==> src/rtl/keyframe_bezier_curve_eval_unit_defines.svh <==
// Assertion macros for the keyframe curve unit.
// Included by the RTL files that carry assertions; needs nothing else.
`ifndef KEYFRAME_BEZIER_CURVE_EVAL_UNIT_DEFINES_SVH
`define KEYFRAME_BEZIER_CURVE_EVAL_UNIT_DEFINES_SVH
// Implication checked on every clock edge outside reset.
`define KBC_ASSERT_IMP(lbl, clk, rst_n, a, c) \
    lbl: assert property (@(posedge clk) disable iff (!rst_n) (a) |-> (c)) \
        else $error("assertion failed");
// Next-cycle implication checked outside reset.
`define KBC_ASSERT_NXT(lbl, clk, rst_n, a, c) \
    lbl: assert property (@(posedge clk) disable iff (!rst_n) (a) |=> (c)) \
        else $error("assertion failed");
`endif

==> src/rtl/kbc_pkg.sv <==
// Shared types and constants for the keyframe curve unit.
// No dependencies.
package kbc_pkg;
    localparam int MAX_KEYS_DEF   = 16;
    localparam int COORD_BITS_DEF = 32;
    localparam int U_BITS         = 17;

    localparam logic [1:0] ACT_CLEAR  = 2'd0;
    localparam logic [1:0] ACT_INSERT = 2'd1;
    localparam logic [1:0] ACT_REMOVE = 2'd2;
    localparam logic [1:0] ACT_EVAL   = 2'd3;

    localparam logic [1:0] ST_OK    = 2'd0;
    localparam logic [1:0] ST_FULL  = 2'd1;
    localparam logic [1:0] ST_BADIX = 2'd2;
    localparam logic [1:0] ST_EMPTY = 2'd3;

    typedef enum logic [3:0] {
        S_IDLE, S_INS_SCAN, S_INS_SHIFT, S_INS_PUT, S_REM_SHIFT,
        S_EV_SCAN, S_EV_LOAD, S_EV_DIV, S_EV_LERP, S_DONE
    } t_state;

    // Lerp unit request.
    typedef struct packed {
        logic start;
    } t_lerp_ctl;
endpackage

==> src/rtl/kbc_lerp.sv <==
// Iterative lerp unit: a + s*round(|b-a|*u/65536), two half multiplies.
// Depends on kbc_pkg.
module kbc_lerp #(
    parameter int COORD_BITS = kbc_pkg::COORD_BITS_DEF
) (
    input  logic                         i_clk,
    input  logic                         i_rst_n,
    input  kbc_pkg::t_lerp_ctl           i_ctl,
    input  logic signed [COORD_BITS-1:0] i_a,
    input  logic signed [COORD_BITS-1:0] i_b,
    input  logic [kbc_pkg::U_BITS-1:0]   i_u,
    output logic signed [COORD_BITS-1:0] o_r,
    output logic                         o_done
);
    import kbc_pkg::*;
    localparam int DW = COORD_BITS + 1;
    localparam int HW = DW - 16;

    logic [1:0]            r_ph;
    logic                  r_neg;
    logic [DW-1:0]         r_mag;
    logic signed [DW-1:0]  r_a;
    logic [DW+U_BITS-1:0]  r_p;
    logic [U_BITS-1:0]     r_u;
    logic signed [DW-1:0]  n_d;
    logic [HW+U_BITS-1:0]  n_hi;
    logic [16+U_BITS-1:0]  n_lo;
    logic signed [DW-1:0]  n_r;

    assign n_d  = DW'(i_b) - DW'(i_a);
    // High part accumulated in phase 1, rounded low part in phase 2.
    assign n_hi = r_mag[DW-1:16] * r_u;
    assign n_lo = r_mag[15:0] * r_u + (16+U_BITS)'(32768);
    assign n_r  = r_neg ? r_a - DW'(r_p) : r_a + DW'(r_p);

    always_ff @(posedge i_clk) begin
        if (!i_rst_n) begin
            r_ph <= 2'd0;
        end else if (i_ctl.start) begin
            r_ph <= 2'd1;
        end else if (r_ph != 2'd0) begin
            r_ph <= r_ph + 2'd1;
        end
    end

    always_ff @(posedge i_clk) begin
        if (i_ctl.start) begin
            r_neg <= n_d[DW-1];
            r_mag <= n_d[DW-1] ? DW'(-n_d) : DW'(n_d);
            r_a   <= DW'(i_a);
            r_u   <= i_u;
        end else if (r_ph == 2'd1) begin
            r_p <= (DW+U_BITS)'(n_hi);
        end else if (r_ph == 2'd2) begin
            r_p <= r_p + (DW+U_BITS)'(n_lo[16+U_BITS-1:16]);
        end
    end

    assign o_r    = n_r[COORD_BITS-1:0];
    assign o_done = (r_ph == 2'd3);
endmodule
==> config.mk <==
export PLATFORM = sky130hd
export DESIGN_NAME = kbc_lerp
export DESIGN_NICKNAME = d
export VERILOG_FILES = /design/src/rtl/keyframe_bezier_curve_eval_unit_defines.svh /design/src/rtl/kbc_pkg.sv /design/src/rtl/kbc_lerp.sv
export SDC_FILE = /design/constraint.sdc
export NUM_CORES = 2
export LEC_CHECK = 0
export BUFFER_PORTS_ARGS = -buffer_cell sky130_fd_sc_hd__buf_2
export CORE_AREA = 2 2 239 241
export CTS_BUF_LIST = sky130_fd_sc_hd__clkbuf_4
export DETAILED_ROUTE_END_ITERATION = 8
export DIE_AREA = 0 0 241 243
export PLACE_DENSITY = 0.73
export SYNTH_ARGS = -nofsm -noshare
export SYNTH_HDL_FRONTEND = slang
export SYNTH_SLANG_ARGS = --single-unit
==> constraint.sdc <==
create_clock -name i_clk -period 8.55 [get_ports i_clk]
set_input_delay 1.71 -clock i_clk [delete_from_list [all_inputs] [get_ports i_clk]]
set_output_delay 1.71 -clock i_clk [all_outputs]
set_load 0.01 [all_outputs]
After elaboration in Yosys (flattened, before gate mapping)
Index checks and enable logic that the tools add are counted.
- register bits after elaboration: 135
- bits in latches: 0
- RAM bits: 0
- memory bits (read-only): 0
- input bits: 84
- output and inout bits: 33
- logic and storage cells: 34
- memories: 0
- add/subtract/negate cells: 7
- multipliers: 2
- div/mod/pow operators: 0
- order comparisons: 0
- equal/unequal tests: 3
- shift-type cells: 0
- mux-type cells: 6
- bitwise gates (word level): 2
- reduce and logical (&&, ||, !) cells: 5
- operators with widths (cell ; count):
    two-way mux 32 bit ; 2
    adder 50 x 17 -> 50 bit ; 1
    two-way mux 50 bit ; 1
    multiplier 17 x 17 -> 34 bit ; 1
    two-way mux 34 bit ; 1
    adder 33 x 16 -> 33 bit, second input constant ; 1
    multiplier 16 x 17 -> 33 bit ; 1
    negator 33 bit ; 1
    subtractor 32 x 32 -> 33 bit ; 1
    adder 32 bit ; 1
    subtractor 32 bit ; 1
    nonzero test 2 bit ; 3
    == test 2 bit, second input constant ; 2
    adder 2 x 1 -> 2 bit, second input constant ; 1
    == test 2 x 1 -> 1 bit, second input constant ; 1
    two-way mux 1 bit ; 2
    NOT 1 bit ; 2
    AND reduction 2 bit ; 1
    OR reduction 2 bit ; 1

Logic depth before layout (Yosys ltp)
- depth after elaboration: 5
- gate-level depth with buffers: 35
- depth with buffers taken out: 33

Worst setup path after synthesis
Ideal clock, no wire load.
- kind: flip-flop to flip-flop
- from: register r_mag[9]
- to: register r_p[29], data pin
- setup time: 0.257 ns
- arrival time: 8.726 ns
- required time: 8.293 ns
- path slack: -0.433 ns
- stages on the path, launching flop included: 36
- buffers on the path: 2
- clock period less this slack: 8.983 ns
- cell sequence: edfxtp_1 clkbuf_1 clkbuf_1 nand2_1 fa_1 inv_1 fa_1 inv_1 fa_1 inv_1 fa_1 fa_1 inv_1 fa_1 inv_1 ha_1 a21oi_1 o21ai_1 a211oi_1 a31oi_1 a221o_1 a41o_1 o41a_1 a21oi_1 nor2b_1 o31a_1 ha_1 a21o_1 a21o_1 or3_1 a211oi_1 o31ai_1 a21oi_1 nand4b_1 xnor2_1 o2111a_1
- longest elaborated chain between the ends: 5
- ends and longest elaborated chain (element ; line ; source):
    from (decl) ; kbc_lerp.sv:21 ; logic [DW-1:0] r_mag;
    from (signal assigned) ; kbc_lerp.sv:49 ; r_mag <= n_d[DW-1] ? DW'(-n_d) : DW'(n_d);
    multiplier 16 x 17 -> 33 bit ; kbc_lerp.sv:33 ; assign n_lo = r_mag[15:0] * r_u + (16+U_BITS)'(32768);
    adder 33 x 16 -> 33 bit ; kbc_lerp.sv:33 ;
    adder 50 x 17 -> 50 bit ; kbc_lerp.sv:55 ; r_p <= r_p + (DW+U_BITS)'(n_lo[16+U_BITS-1:16]);
    two-way mux 50 bit ; kbc_lerp.sv:54 ; end else if (r_ph == 2'd2) begin
    two-way mux 34 bit ; kbc_lerp.sv:52 ; end else if (r_ph == 2'd1) begin
    to (signal assigned) ; kbc_lerp.sv:53 ; r_p <= (DW+U_BITS)'(n_hi);
    to (signal assigned) ; kbc_lerp.sv:55 ;
    to (decl) ; kbc_lerp.sv:23 ; logic [DW+U_BITS-1:0] r_p;
No other way between the ends. The select of a mux whose other input is x is not followed.
A chain may end at the register's enable or synchronous reset.

Worst setup path after layout
- from: register r_mag[5]
- to: register r_p[15], data pin
Same word-level chain as after synthesis.

==> impl_metrics.json <==
{
  "ant_nets": 0,
  "grt_pass1_wl_um": 116000,
  "synth_seq_cells": 117,
  "drv_cap": 0,
  "num_rows": 87,
  "pre_cts_slack_ns": -0.324,
  "gp_congestion": 0.952,
  "fillers": 5056,
  "seq_area_frac_synth_pct": 12.6,
  "synth_top_area_share_pct": 31.3,
  "synth.cell_area_sq_mm": 0.0277,
  "routedWlPerCell_um": 17.1,
  "reg2reg_to": "r_p[15]",
  "ys.flop_type": "edfxtp_1",
  "setup_viol": 6,
  "violations": "setup timing",
  "synthAdderAreaFrac_pct": 44.7,
  "endpoint_kind": "register",
  "outcome": "complete, but fails checks",
  "finalCritPeriodShare_pct": 101,
  "cp_max_fo": 6,
  "dieWidth_um": 241,
  "yosysTopAreaCell": "fa_1",
  "fp.dieH_um": 243,
  "syn2layout_area_growth_pct": 11.8,
  "cts-htree-levels": 4,
  "netlist_top_cells_count": "inv_1 (586), fa_1 (433), nand2_1 (430)",
  "worstSetupPathType": "reg2reg",
  "worst_slack_ns": -0.0952,
  "die-area_sq_mm": 0.0586,
  "clock_sinks": 117,
  "cts_made_buffers": 17,
  "period_needed_ns": 8.65,
  "crit_required_ns": 9.06,
  "root_buffer": "clkbuf_4",
  "hpwlAfterDp_um": 56800,
  "tritoncts": "done",
  "drc": 0,
  "nNetsFinal": 4124,
  "hold_path.class": "reg2reg",
  "critPathMostFrequentCell": "buf_4",
  "drt-total-wl_um": 69600,
  "cp_slowest_stage_delay_ns": 0.57,
  "synthTopCellsByArea": "fa_1 (31%), ha_1 (13%), edfxtp_1 (12%)",
  "fmax_mhz": 116,
  "clk_pin_slew_ns": 0.16,
  "synth_warnings": 0,
  "slew_viol_final": 0,
  "syn_inst": 3125,
  "syn-num-nets": 3939,
  "initial_utilization_pct": 49.5,
  "fin_skew_ns": 0.0404,
  "grt_antenna_before_repair": 2,
  "tightest_slew_ns": 1.04,
  "port-buffer-count": 116,
  "synth_compound_area_share_pct": 9.89,
  "r2r_setup_slack_ns": -0.1,
  "ys_types": 94,
  "cts_buffer_depth": 2,
  "hold_viol_final": 0,
  "via_per_inst": 5.35,
  "syn_avg_cell_area_sq_um": 8.87,
  "core_sq_mm": 0.0560,
  "relSlewSlack_pct": 30.6,
  "r2r_cells": 37,
  "first_pass_iters": 8,
  "rsz0062_at_grt": "yes",
  "synth_edf_count": 115,
  "cp-startpoint": "r_mag[5]",
  "crit_slowest_cell": "fa_1",
  "track_usage_pct": 25.2,
  "grt_max_degree": 70,
  "finalSetupTns_ns": -0.337,
  "grt_pass1_vias": 22634,
  "endpoint": "r_p[15]",
  "start_kind": "register",
  "synth-simple-area-share_pct": 17.3,
  "yosysMostFrequentCell": "inv_1",
  "gr-total-overflow": 0,
  "ioPinCount": 117,
  "async_reset_ff_share_pct": 0,
  "rr_startpoint": "r_mag[5]",
  "num_vias": 21851,
  "clk_latency_ns": 0.76,
  "ctsHoldBuffers": 0,
  "drt-initial-drc-count": 1297,
  "muxShareOfSynthArea_pct": 0.343,
  "crit_arrival_ns": 9.16,
  "drive_above_1_share_pct": 13.5,
  "synth_top_family_by_area": "adder cells",
  "synth_xor_xnor_area_share_pct": 5.47
}
-- cell usage in the layout, fill, tap and decap left out, drive strengths merged, types with 18 or more instances in the layout --
cell	instances
a211oi	21
a21o	44
a21oi	117
and2	226
and3	25
buf	289
clkbuf	18
edfxtp	115
fa	433
ha	297
inv	590
nand2	430
nand2b	19
nand3	25
nor2	118
nor2b	27
nor3	35
o21a	18
o21ai	89
xnor2	132
xor2	41
-- timing repair --
item	in CTS	in global routing
gates cloned	1	0
endpoints found under the setup margin	15	17
resized for setup	63	47
pin swaps	76	44
hold endpoints to repair	0	0
buffers inserted	25	9
-- registers in the layout (all words and copies together) (netlist names) --
register,flops
r_a,32
r_mag,33
r_neg,1
r_p,32
r_ph,2
r_u,17
-- layout make-up --
type	instances	area, sq um	area share, %
diodes	4	10.0	0.0323
clock buffers	18	135	0.436
clock inverters	14	223	0.719
inverters	587	2210	7.12
multi-input cells	2297	21900	70.8
flip-flops and latches	117	3490	11.3
well taps	756	946	3.05
repair buffers	290	2040	6.57
-- cell families (layout without fill, tap and decap cells) --
kind of cell / after synthesis / after routing
fa+ha+maj: 730 / 730
mux: 9 / 9
simple gates: 975 / 975
flops: 117 / 117
other cells: 0 / 4
xor+xnor: 173 / 173
compound gates: 410 / 410
buf+inv: 711 / 909
-- per-stage QoR --
stage | instances | util, % | hold WS, ns | instance area (sq um)
after global routing | 4083 | 55.4 | 0.635 | 31000
after detailed placement | 4013 | 53.4 | 0.569 | 29900
after CTS | 4071 | 54.9 | 0.588 | 30700
after floorplan | 3125 | - | 0.523 | 27800
final | 4083 | 55.4 | 0.578 | 31000
after global placement | 4013 | 53.4 | 0.556 | 29900
-- per-layer routing --
metal	vias up	track usage, %	part of all wire [%]
met1	10809	34.3	43
met3	99	3.86	5.9
met2	631	41.4	48
met4	0	7.75	2.7
met5	-	0	0
li1	10312	-	-
-- critical path: cells and delay by family, from the launching register on --
family | cells | cell delay [ns]
fa+ha+maj | 8 | 3.48
buf+inv | 10 | 0.90
compound gates | 13 | 2.60
flops | 1 | 0.52
xor+xnor | 2 | 0.27
simple gates | 4 | 0.66
-- how the worst min path moves through the flow --
stage | from | endpoint | slack (ns) | cells after the start
after detailed placement | r_ph[1] | r_ph[1] | 0.57 | 2
after global placement | r_ph[1] | r_ph[1] | 0.56 | 2
after CTS | r_ph[1] | r_ph[1] | 0.59 | 2
after floorplan | r_ph[1] | r_ph[1] | 0.52 | 2
final | r_ph[1] | r_ph[1] | 0.58 | 2
after global routing | r_ph[1] | r_ph[1] | 0.64 | 2
Power is not shown: default switching activity piles up to over one toggle a cycle in this logic, so the estimate is an artifact.
